## config.mk

```make
export PLATFORM = sky130hd
export DESIGN_NAME = stream_id_allocator
export DESIGN_NICKNAME = d
export VERILOG_FILES = /design/src/hw/rtl/sida_pkg.sv /design/src/hw/rtl/sida_bind_table.sv /design/src/hw/rtl/stream_id_allocator.sv
export SDC_FILE = /design/constraint.sdc
export NUM_CORES = 2
export LEC_CHECK = 0
export BUFFER_PORTS_ARGS = -buffer_cell sky130_fd_sc_hd__buf_4
export CORE_MARGIN = 2
export CORE_UTILIZATION = 55
export CTS_BUF_LIST = sky130_fd_sc_hd__clkbuf_4
export CTS_CLUSTER_DIAMETER = 150
export DETAILED_ROUTE_END_ITERATION = 16
export HOLD_SLACK_MARGIN = 0.15
export PLACE_DENSITY_LB_ADDON = 0.12
export SETUP_SLACK_MARGIN = 0.1
export SYNTH_ARGS = -nofsm -noshare
export SYNTH_HDL_FRONTEND = slang
export SYNTH_HIERARCHICAL = 1
export SYNTH_SLANG_ARGS = --single-unit
export TNS_END_PERCENT = 5
```

## constraint.sdc

```tcl
create_clock -name clk -period 6.1 [get_ports clk]
set_clock_uncertainty 0.05 [all_clocks]
set_input_delay 0.61 -clock clk [delete_from_list [all_inputs] [get_ports clk]]
set_output_delay 0.61 -clock clk [all_outputs]
set_load 0.01 [all_outputs]
```

## src/hw/rtl/sida_pkg.sv

```systemverilog
`timescale 1ns / 1ps
`default_nettype none
// ----------------------------------------------------------------------------
// Stream ID allocator package
// Operation and status codes and the invalid queue marker shared by the
// allocator and its binding tables.
// ----------------------------------------------------------------------------
package sida_pkg;

  typedef enum logic [1:0] {
    OP_ALLOC   = 2'd0,
    OP_FREE    = 2'd1,
    OP_BIND_SQ = 2'd2,
    OP_BIND_CQ = 2'd3
  } op_t;

  typedef enum logic [2:0] {
    ST_OK         = 3'd0,
    ST_BAD_DEVICE = 3'd1,
    ST_BAD_STREAM = 3'd2,
    ST_BAD_QUEUE  = 3'd3,
    ST_NONE_FREE  = 3'd4,
    ST_LIST_FULL  = 3'd5
  } status_t;

  localparam logic [7:0] NO_QUEUE = 8'hFF;

endpackage
`default_nettype wire

```

## src/hw/rtl/sida_bind_table.sv

```systemverilog
`timescale 1ns / 1ps
`default_nettype none
// ----------------------------------------------------------------------------
// Queue binding table
// One queue number per device and stream, with a clear port used by the
// reset sweep, one write port and one registered read port.
// ----------------------------------------------------------------------------
module sida_bind_table #(
  parameter int DEPTH  = 64,
  parameter int ADDR_W = 6
) (
  input  wire logic              clk,
  input  wire logic              clr_en,
  input  wire logic [ADDR_W-1:0] clr_addr,
  input  wire logic              wr_en,
  input  wire logic [ADDR_W-1:0] wr_addr,
  input  wire logic [7:0]        wr_data,
  input  wire logic [ADDR_W-1:0] rd_addr,
  output logic      [7:0]        rd_data
);

  logic [7:0] mem [DEPTH];

  always_ff @(posedge clk) begin
    if (clr_en) begin
      mem[clr_addr] <= sida_pkg::NO_QUEUE;
    end else if (wr_en) begin
      mem[wr_addr] <= wr_data;
    end
    rd_data <= mem[rd_addr];
  end

endmodule
`default_nettype wire

```

## src/hw/rtl/stream_id_allocator.sv

```systemverilog
`timescale 1ns / 1ps
`default_nettype none
// ----------------------------------------------------------------------------
// Stream ID allocator
// An accepted transaction passes through the first-stage registers and
// the result register; done rises together with its status, granted
// stream, free count and bindings.
// Throughput: one transaction per cycle while busy is low; the free
// stack is read at the accept edge and the binding tables from the
// first-stage registers. Reset: busy stays high while the stack and
// binding memories are swept one entry per cycle.
// ----------------------------------------------------------------------------
module stream_id_allocator #(
  parameter int NUM_STREAMS = 64,
  parameter int NUM_SQ      = 64,
  parameter int NUM_CQ      = 32,
  parameter int NUM_DEVICES = 1
) (
  input  wire logic       clk,
  input  wire logic       rst,
  input  wire logic       start,
  output logic            busy,
  input  wire logic [1:0] operation,
  input  wire logic [7:0] device_number,
  input  wire logic [7:0] stream_number,
  input  wire logic [7:0] queue_number,
  output logic            done,
  output logic [2:0]      status,
  output logic [5:0]      granted_stream,
  output logic [6:0]      free_count,
  output logic [7:0]      bound_sq,
  output logic [7:0]      bound_cq
);

  localparam int DEPTH  = NUM_DEVICES * NUM_STREAMS;
  localparam int ADDR_W = $clog2(DEPTH);
  localparam int IDX_W  = $clog2(NUM_STREAMS);
  localparam int CNT_W  = $clog2(NUM_STREAMS + 1);
  localparam int DSEL_W = (NUM_DEVICES > 1) ? $clog2(NUM_DEVICES) : 1;

  function automatic logic [ADDR_W-1:0] addr_of(input logic [DSEL_W-1:0] dsel,
                                                input logic [IDX_W-1:0] idx);
    logic [ADDR_W-1:0] base;
    base = ADDR_W'(dsel) * ADDR_W'(NUM_STREAMS);
    return base + ADDR_W'(idx);
  endfunction

  // Reset sweep.
  logic              clearing;
  logic [DSEL_W-1:0] clr_dev;
  logic [IDX_W-1:0]  clr_idx;
  logic [ADDR_W-1:0] clr_addr;

  always_ff @(posedge clk) begin
    if (rst) begin
      clearing <= 1'b1;
      clr_dev  <= '0;
      clr_idx  <= '0;
    end else if (clearing) begin
      if (clr_idx == IDX_W'(NUM_STREAMS - 1)) begin
        clr_idx <= '0;
        if (clr_dev == DSEL_W'(NUM_DEVICES - 1)) begin
          clearing <= 1'b0;
        end else begin
          clr_dev <= clr_dev + 1'b1;
        end
      end else begin
        clr_idx <= clr_idx + 1'b1;
      end
    end
  end

  assign clr_addr = addr_of(clr_dev, clr_idx);
  assign busy     = clearing;

  // Accept-cycle decode.
  logic               accept;
  logic               dev_ok;
  logic               sid_ok;
  logic [DSEL_W-1:0]  dsel;
  logic [IDX_W-1:0]   sid_idx;
  logic [CNT_W-1:0]   n;
  logic [CNT_W-1:0]   n_dec;
  logic [CNT_W-1:0]   n_next;
  logic               cnt_we;
  logic               pop;
  logic               push;
  logic               sq_we;
  logic               cq_we;
  logic               have;
  sida_pkg::status_t  st;
  logic [CNT_W-1:0]   free_total [NUM_DEVICES];

  assign accept  = start && !busy;
  assign dev_ok  = device_number < 8'(NUM_DEVICES);
  assign sid_ok  = {1'b0, stream_number} < 9'(NUM_STREAMS);
  assign dsel    = device_number[DSEL_W-1:0];
  assign sid_idx = stream_number[IDX_W-1:0];
  assign n       = dev_ok ? free_total[dsel] : '0;
  assign n_dec   = n - 1'b1;

  always_comb begin
    st     = sida_pkg::ST_OK;
    n_next = n;
    pop    = 1'b0;
    push   = 1'b0;
    sq_we  = 1'b0;
    cq_we  = 1'b0;
    have   = 1'b0;
    if (!dev_ok) begin
      st = sida_pkg::ST_BAD_DEVICE;
    end else if (sida_pkg::op_t'(operation) == sida_pkg::OP_ALLOC) begin
      if (n == '0) begin
        st = sida_pkg::ST_NONE_FREE;
      end else begin
        pop    = 1'b1;
        have   = 1'b1;
        n_next = n_dec;
      end
    end else if (!sid_ok) begin
      st = sida_pkg::ST_BAD_STREAM;
    end else begin
      have = 1'b1;
      case (sida_pkg::op_t'(operation))
        sida_pkg::OP_FREE: begin
          if (n == CNT_W'(NUM_STREAMS)) begin
            st = sida_pkg::ST_LIST_FULL;
          end else begin
            push   = 1'b1;
            n_next = n + 1'b1;
          end
        end
        sida_pkg::OP_BIND_SQ: begin
          if (queue_number < 8'(NUM_SQ)) begin
            sq_we = 1'b1;
          end else begin
            st = sida_pkg::ST_BAD_QUEUE;
          end
        end
        sida_pkg::OP_BIND_CQ: begin
          if (queue_number < 8'(NUM_CQ)) begin
            cq_we = 1'b1;
          end else begin
            st = sida_pkg::ST_BAD_QUEUE;
          end
        end
        default: begin
          st = sida_pkg::ST_OK;
        end
      endcase
    end
  end

  assign cnt_we = accept && (pop || push);

  always_ff @(posedge clk) begin
    if (rst) begin
      for (int d = 0; d < NUM_DEVICES; d++) begin
        free_total[d] <= CNT_W'(NUM_STREAMS);
      end
    end else if (cnt_we) begin
      free_total[dsel] <= n_next;
    end
  end

  // Free stack memory, read for a pop and written for a push at accept.
  logic [IDX_W-1:0]  stack_mem [DEPTH];
  logic [IDX_W-1:0]  stack_rdata;
  logic [ADDR_W-1:0] stack_raddr;
  logic [ADDR_W-1:0] stack_waddr;

  assign stack_raddr = addr_of(dsel, n_dec[IDX_W-1:0]);
  assign stack_waddr = addr_of(dsel, n[IDX_W-1:0]);

  always_ff @(posedge clk) begin
    if (clearing) begin
      stack_mem[clr_addr] <= IDX_W'(NUM_STREAMS - 1) - clr_idx;
    end else if (accept && push) begin
      stack_mem[stack_waddr] <= sid_idx;
    end
    stack_rdata <= stack_mem[stack_raddr];
  end

  // First stage after accept.
  logic              s1_valid;
  logic [2:0]        s1_status;
  logic [CNT_W-1:0]  s1_count;
  logic              s1_have;
  logic              s1_pop;
  logic [DSEL_W-1:0] s1_dsel;
  logic [IDX_W-1:0]  s1_sid;

  always_ff @(posedge clk) begin
    if (rst) begin
      s1_valid <= 1'b0;
    end else begin
      s1_valid <= accept;
    end
    s1_status <= st;
    s1_count  <= dev_ok ? n_next : '0;
    s1_have   <= have;
    s1_pop    <= pop;
    s1_dsel   <= dsel;
    s1_sid    <= sid_idx;
  end

  logic [IDX_W-1:0]  tgt_idx;
  logic [ADDR_W-1:0] bind_raddr;
  logic [ADDR_W-1:0] bind_waddr;
  logic [IDX_W+5:0]  granted_ext;
  logic [CNT_W+6:0]  count_ext;
  logic [7:0]        sq_rdata;
  logic [7:0]        cq_rdata;

  assign tgt_idx     = s1_pop ? stack_rdata : s1_sid;
  assign bind_raddr  = addr_of(s1_dsel, tgt_idx);
  assign bind_waddr  = addr_of(dsel, sid_idx);
  assign granted_ext = {6'd0, (s1_pop ? stack_rdata : IDX_W'(0))};
  assign count_ext   = {7'd0, s1_count};

  sida_bind_table #(
    .DEPTH  (DEPTH),
    .ADDR_W (ADDR_W)
  ) u_sq_table (
    .clk      (clk),
    .clr_en   (clearing),
    .clr_addr (clr_addr),
    .wr_en    (accept && sq_we),
    .wr_addr  (bind_waddr),
    .wr_data  (queue_number),
    .rd_addr  (bind_raddr),
    .rd_data  (sq_rdata)
  );

  sida_bind_table #(
    .DEPTH  (DEPTH),
    .ADDR_W (ADDR_W)
  ) u_cq_table (
    .clk      (clk),
    .clr_en   (clearing),
    .clr_addr (clr_addr),
    .wr_en    (accept && cq_we),
    .wr_addr  (bind_waddr),
    .wr_data  (queue_number),
    .rd_addr  (bind_raddr),
    .rd_data  (cq_rdata)
  );

  // Result register.
  logic s2_have;

  always_ff @(posedge clk) begin
    if (rst) begin
      done <= 1'b0;
    end else begin
      done <= s1_valid;
    end
    status         <= s1_status;
    granted_stream <= granted_ext[5:0];
    free_count     <= count_ext[6:0];
    s2_have        <= s1_have;
  end

  assign bound_sq = s2_have ? sq_rdata : sida_pkg::NO_QUEUE;
  assign bound_cq = s2_have ? cq_rdata : sida_pkg::NO_QUEUE;

  a_result_follows: assert property (@(posedge clk) disable iff (rst)
    accept |-> ##2 done)
    else $error("Accepted transaction produced no result.");

  a_no_work_in_sweep: assert property (@(posedge clk) disable iff (rst)
    clearing |-> !s1_valid && !cnt_we)
    else $error("Transaction in flight during the reset sweep.");

  a_count_bound: assert property (@(posedge clk) disable iff (rst)
    accept && dev_ok |-> n <= CNT_W'(NUM_STREAMS))
    else $error("Free count exceeds the stream count.");

  a_empty_alloc: assert property (@(posedge clk) disable iff (rst)
    done && status == sida_pkg::ST_NONE_FREE |->
      granted_stream == 6'd0 && bound_sq == sida_pkg::NO_QUEUE &&
      bound_cq == sida_pkg::NO_QUEUE)
    else $error("Failed allocate returned an identifier or bindings.");

endmodule
`default_nettype wire
```

; Yosys cells after proc, flatten, opt, wreduce, memory -nomap -nowiden
; Memory sizes are Yosys's and may differ from the RTL's. A register that Yosys moved wholly into a read port is not among the register bits.
; Cells that the tools add are included.
[op_classes]
n_addsub = 5
magnitude_cmp = 4
n_eq_ne = 5
mux = 69
n_reduce_logical = 14
[op_table]
columns = operator, count
row1 = two-way mux 7 bit, 8
row2 = two-way mux 1 bit, 44
row3 = two-way mux 6 bit, 6
row4 = two-way mux 8 bit, 4
row5 = "< comparator 8 x 7 -> 1 bit, second input constant", 2
row6 = OR reduction 8 bit, 2
row7 = two-way mux 3 bit, 4
row8 = case mux 3 bit (3 select lines), 1
row9 = "< comparator 8 x 1 -> 1 bit, second input constant", 1
row10 = "< comparator 8 x 6 -> 1 bit, second input constant", 1
row11 = "adder 7 x 1 -> 7 bit, second input constant", 1
row12 = "equality test 7 bit, second input constant", 1
row13 = logical NOT 7 bit, 1
row14 = OR reduction 7 bit, 1
row15 = "subtractor 7 x 1 -> 7 bit, second input constant", 1
row16 = "adder 6 x 1 -> 6 bit, second input constant", 1
row17 = "equality test 6 bit, second input constant", 1
row18 = OR reduction 6 bit, 1
row19 = "subtractor 6 bit, first input constant", 1
row20 = logical AND 1 bit, 5
row21 = "equality test 2 bit, second input constant", 2
row22 = two-way mux 2 bit, 2
row23 = "equality test 2 x 1 -> 1 bit, second input constant", 1
row24 = logical NOT 2 bit, 1
row25 = other kinds (4), 4
[word_totals]
register_bits = 45
ramBits = 1415
n_memories = 4
[memory_table]
columns = memory, depth, width, rd, rd_ports_with_merged_regs, wr, line_no
row1 = u_cq_table.mem, 64, 8, 1, 1, 1, sida_bind_table.sv:22  ; logic [7:0] mem [DEPTH];
row2 = u_sq_table.mem, 64, 8, 1, 1, 1, sida_bind_table.sv:22
row3 = stack_mem, 64, 6, 1, 1, 1, stream_id_allocator.sv:167  ; logic [IDX_W-1:0] stack_mem [DEPTH];
row4 = free_total, 1, 7, 1, 0, 1, stream_id_allocator.sv:92  ; logic [CNT_W-1:0] free_total [NUM_DEVICES];

; Depth between registers and ports, before layout
[depth]
ltp_word = 15
depth_mapped = 17
depth_no_buf = 10

; Modules after synthesis
; The synthesis kept the hierarchy.
[modules_own_cells]
columns = mod, n_inst, cells_per_inst, area_each_um2, seq_area_each_um2
row1 = sida_bind_table, 2, 968, 20347.0, 15534.9
row2 = stream_id_allocator, 1, 1095, 17963.5, 12742.2

; Least setup slack after synthesis
; OpenSTA, ideal clock, no wires.
[synth_timing]
path_kind = input to register
startpoint = input device_number[1]
endpoint = memory stack_mem[0][0] (netlist bit), data pin
setup_ns = 0.702
t_arrival_ns = 5.310
slack_ns = 0.038
stages = 15
cell_sequence = or4_1 buf_2 nor3_4 buf_6 buf_6 buf_6 inv_1 ha_1 clkbuf_1 o311ai_2 and4_1 buf_4 buf_4 clkbuf_1 o21ai_0
[synth_via]
elab_chain_cells = 14
[synth_lines]
columns = item, line_no
row1 = from (decl), stream_id_allocator.sv:24  ; input wire logic [7:0] device_number,
row2 = < comparator 8 x 1 -> 1 bit *, stream_id_allocator.sv:95  ; assign dev_ok = device_number < 8'(NUM_DEVICES);
row3 = two-way mux 7 bit, stream_id_allocator.sv:99  ; assign n = dev_ok ? free_total[dsel] : '0;
row4 = equality test 7 bit, stream_id_allocator.sv:126  ; if (n == CNT_W'(NUM_STREAMS)) begin
row5 = two-way mux 1 bit, stream_id_allocator.sv:126
row6 = two-way mux 1 bit, stream_id_allocator.sv:124  ; case (sida_pkg::op_t'(operation))
row7 = two-way mux 1 bit, stream_id_allocator.sv:120  ; end else if (!sid_ok) begin
row8 = two-way mux 1 bit, stream_id_allocator.sv:112  ; end else if (sida_pkg::op_t'(operation) == sida_pkg::OP_ALLOC) begin
row9 = two-way mux 1 bit *, stream_id_allocator.sv:110  ; if (!dev_ok) begin
row10 = logical AND 1 bit *, stream_id_allocator.sv:178  ; end else if (accept && push) begin
row11 = two-way mux 1 bit *, stream_id_allocator.sv:178
row12 = two-way mux 1 bit *, stream_id_allocator.sv:176  ; if (clearing) begin
row13 = two-way mux 1 bit (not written as such) *, stream_id_allocator.sv:179  ; stack_mem[stack_waddr] <= sid_idx;
row14 = OR reduction 6 bit (no line) *, -
row15 = two-way mux 6 bit (no line) *, -
row16 = to (decl), stream_id_allocator.sv:167
; Mark *: on every way between the ends. The rest lies on a longest branch, timed or not.

; Worst setup path in the final report
[layout_timing]
startpoint = memory free_total[0][0] (netlist bit)
endpoint = register stack_rdata[0], read port of stack_mem
[layout_via]
elab_chain_cells = 3
[layout_lines]
columns = item, line_no
row1 = from (decl), stream_id_allocator.sv:92
row2 = memory (1 x 7 bit), -
row3 = two-way mux 7 bit, stream_id_allocator.sv:99
row4 = subtractor 7 x 1 -> 7 bit, stream_id_allocator.sv:100  ; assign n_dec = n - 1'b1;
row5 = to (decl), stream_id_allocator.sv:168  ; logic [IDX_W-1:0] stack_rdata;
; Every way passes these cells.
; A chain may end at the register's enable or synchronous reset.

==> results.yml <==
status:
  status: "finished clean"
logic_synthesis:
  yosysWarnings: 6
  netlist.top_cell.by_area: "edfxtp_1"
  seq_area_frac_synth_pct: 74.7
  synth-async-reset-ratio_pct: 0
  netlist_top_cells_area: "edfxtp_1, mux4_2, dfxtp_1"
  synth-main-ff-cell: "edfxtp_1"
  synth-edff-count: 1415
  synth_top_area_share_pct: 72.4
  synthCells: 3031
  ys_types: 64
  avgSynthCellArea_um2: 19.4
  syn-num-nets: 3063
  synth-seq-cells: 1481
  synth_area_mm2: 0.0587
clock_network:
  clk_latency_ns: 1.16
  cts.hold.buffers_added: 37
  root_buffer: "clkbuf_4"
  cts_tree: "yes"
  cts_resized: 0
  htree_levels: 5
  clock-sinks: 1481
  cts_setup_buffers: 0
  clk_pin_slew_worst_paths_ns: 0.07
  numCtsBuffers: 375
  cts_buffer_depth: 4
sta:
  slew_viol_final: 0
  fmax_ghz: 0.200
  setup_violations: 0
  final.period_utilization_pct: 81.8
  hold_violations: 0
  tightestPinTransition_ns: 1.32
  tns_ns: 0
  slew_headroom_pct: 11.3
  finalCriticalPeriod_ns: 4.99
  rsz0062_at_grt: "no"
global_route:
  grt_max_degree: 119
  grtUsageTotal_pct: 26.3
  overflow: 0
  grt_pass1_wl_mm: 208
  antenna_found_initial: 6
  first_global_vias: 31915
layout:
  layout_common_cells: "edfxtp_1, clkbuf_4, mux4_2"
  multi_input_area_mm2: 0.0141
  fin_area_mm2: 0.0656
  seq_area_mm2: 0.0438
  instances_no_fill: 5064
  nets: 3440
  final_common_cell: "edfxtp_1"
  synthToLayoutAreaGrowth_pct: 11.8
  drive_above_1_share_pct: 28.0
  nFillCells: 7509
worst_setup_path:
  path_common_cell: "buf_4"
  slowest_stage: "edfxtp_1"
  critPathArrivalTime_ns: 5.93
  crit_chain: "inv_1 -> nor3_4 -> buf_4 -> buf_4 -> mux4_2 -> a22o_1 -> o21ai_0 -> nand4_1"
  cp-start-kind: "register"
  worstSetupPathType: "reg2reg"
  crit_required_ns: 7.04
  ff2ff_path_depth: 8
  path_depth: 8
  critPathMaxFanout: 47
  path_buf_inv: 3
  cpPeakStageDelay_ns: 0.78
  end_kind: "register"
  cp_top_family: "buffers and inverters"
job:
  maxCapViolCount: 0
routing:
  dr_total_vias: 31714
  wl_per_cell_um: 27.9
  viasPerCell: 6.26
  drtPass1Iterations: 6
  wl_mm: 142
  drc_errors: 0
  drtIter0Drc: 3890
  antenna_left: 0
floorplan:
  io_pins: 63
  die_area_mm2: 0.109
  core_area_mm2: 0.106
  row_count: 119
  start_util_pct: 55.6
  dieHeight_um: 331
  die-width_um: 331
hold_path:
  min_path_type: "reg2reg"
  hold_depth: 0
pwr:
  powerDensity_mw_per_mm2: 299
  leakagePower_nw: 23.1
  power.total_mw: 19.6
  peakVddDrop_mv: 0.190
placed_design:
  placedInstanceArea_mm2: 0.0607
  place_congestion: 0.877
  numPlacedInstances: 4384
  portBuffers: 62
  dp_hpwl_mm: 85.8
==> final cells by class <==
type | instances | share of cell area, %
Tap cell | 1391 | 2.65
Multi-Input combinational cell | 1375 | 21.5
Clock inverter | 118 | 0.910
Sequential cell | 1481 | 66.8
Antenna cell | 7 | 0.0267
Inverter | 12 | 0.0687
Clock buffer | 517 | 5.92
Timing Repair Buffer | 163 | 2.13
==> registers in the layout, indices dropped and copies added (netlist names), 7 cells and up <==
signal              flops
stack_mem             384
free_total              7
free_count              7
u_sq_table/rd_data      8
u_cq_table/mem        512
s1_count                7
u_cq_table/rd_data      8
u_sq_table/mem        512
==> cells in the mapped netlist, types with 13 or more instances <==
| cell type | n |
|---|---|
| a2111oi_0 | 18 |
| a21oi_1 | 37 |
| a221oi_1 | 16 |
| a22o_1 | 27 |
| a32oi_1 | 13 |
| buf_1 | 14 |
| buf_2 | 45 |
| buf_4 | 13 |
| buf_6 | 13 |
| clkbuf_1 | 72 |
| dfxtp_1 | 66 |
| edfxtp_1 | 1415 |
| mux2_2 | 27 |
| mux2i_1 | 130 |
| mux4_1 | 30 |
| mux4_2 | 286 |
| nand2_1 | 126 |
| nand2b_1 | 79 |
| nand3_1 | 21 |
| nand4_1 | 18 |
| nor2_1 | 246 |
| nor2b_1 | 16 |
| nor3_1 | 18 |
| o21ai_0 | 41 |
| o221ai_1 | 24 |
| o22ai_1 | 34 |
==> cell families after synthesis <==
group	count (synthesis)	synth area share (%)
XOR/XNOR	6	0.0896
multiplexers	473	15.1
AO/OA/AOI/OAI	295	3.64
flip-flops	1481	74.7
AND/OR/NAND/NOR	598	4.84
buffers and inverters	175	1.61
adder cells (fa/ha/maj)	3	0.0640
==> metrics by stage <==
| stage | setup slack [ns] | hold WS, ns | utilization (%) |
|---|---|---|---|
| floorplan | 0.0384 | 0.260 | - |
| global placement | 1.02 | 0.261 | 57.5 |
| detailed placement | 0.996 | 0.262 | 57.5 |
| CTS | 1.26 | 0.152 | 62.1 |
| global route | 0.895 | 0.210 | 62.1 |
| finish | 1.11 | 0.277 | 62.1 |
==> layer usage <==
metal	global-route usage, %	wire length (um)	vias to the layer above
met4	8.89	3470	0
li1	-	-	13422
met3	6.09	12800	223
met1	38.4	59300	16401
met2	39.6	65900	1668
met5	0	0	-
==> worst paths after layout <==
kind	start	slack, ns	end
min	s1_count[0]	0.28	free_count[0]
min reg2reg	s1_count[0]	0.28	free_count[0]
max reg2reg	free_total[0][0]	1.11	stack_rdata[0]
max	free_total[0][0]	1.11	stack_rdata[0]
==> where the power goes <==
group / switching [mW] / internal [mW]
logic: 0.414 / 0.208
registers: 0.0259 / 11.0
clock network: 3.82 / 4.08
Power figures use the tool's default switching activity.
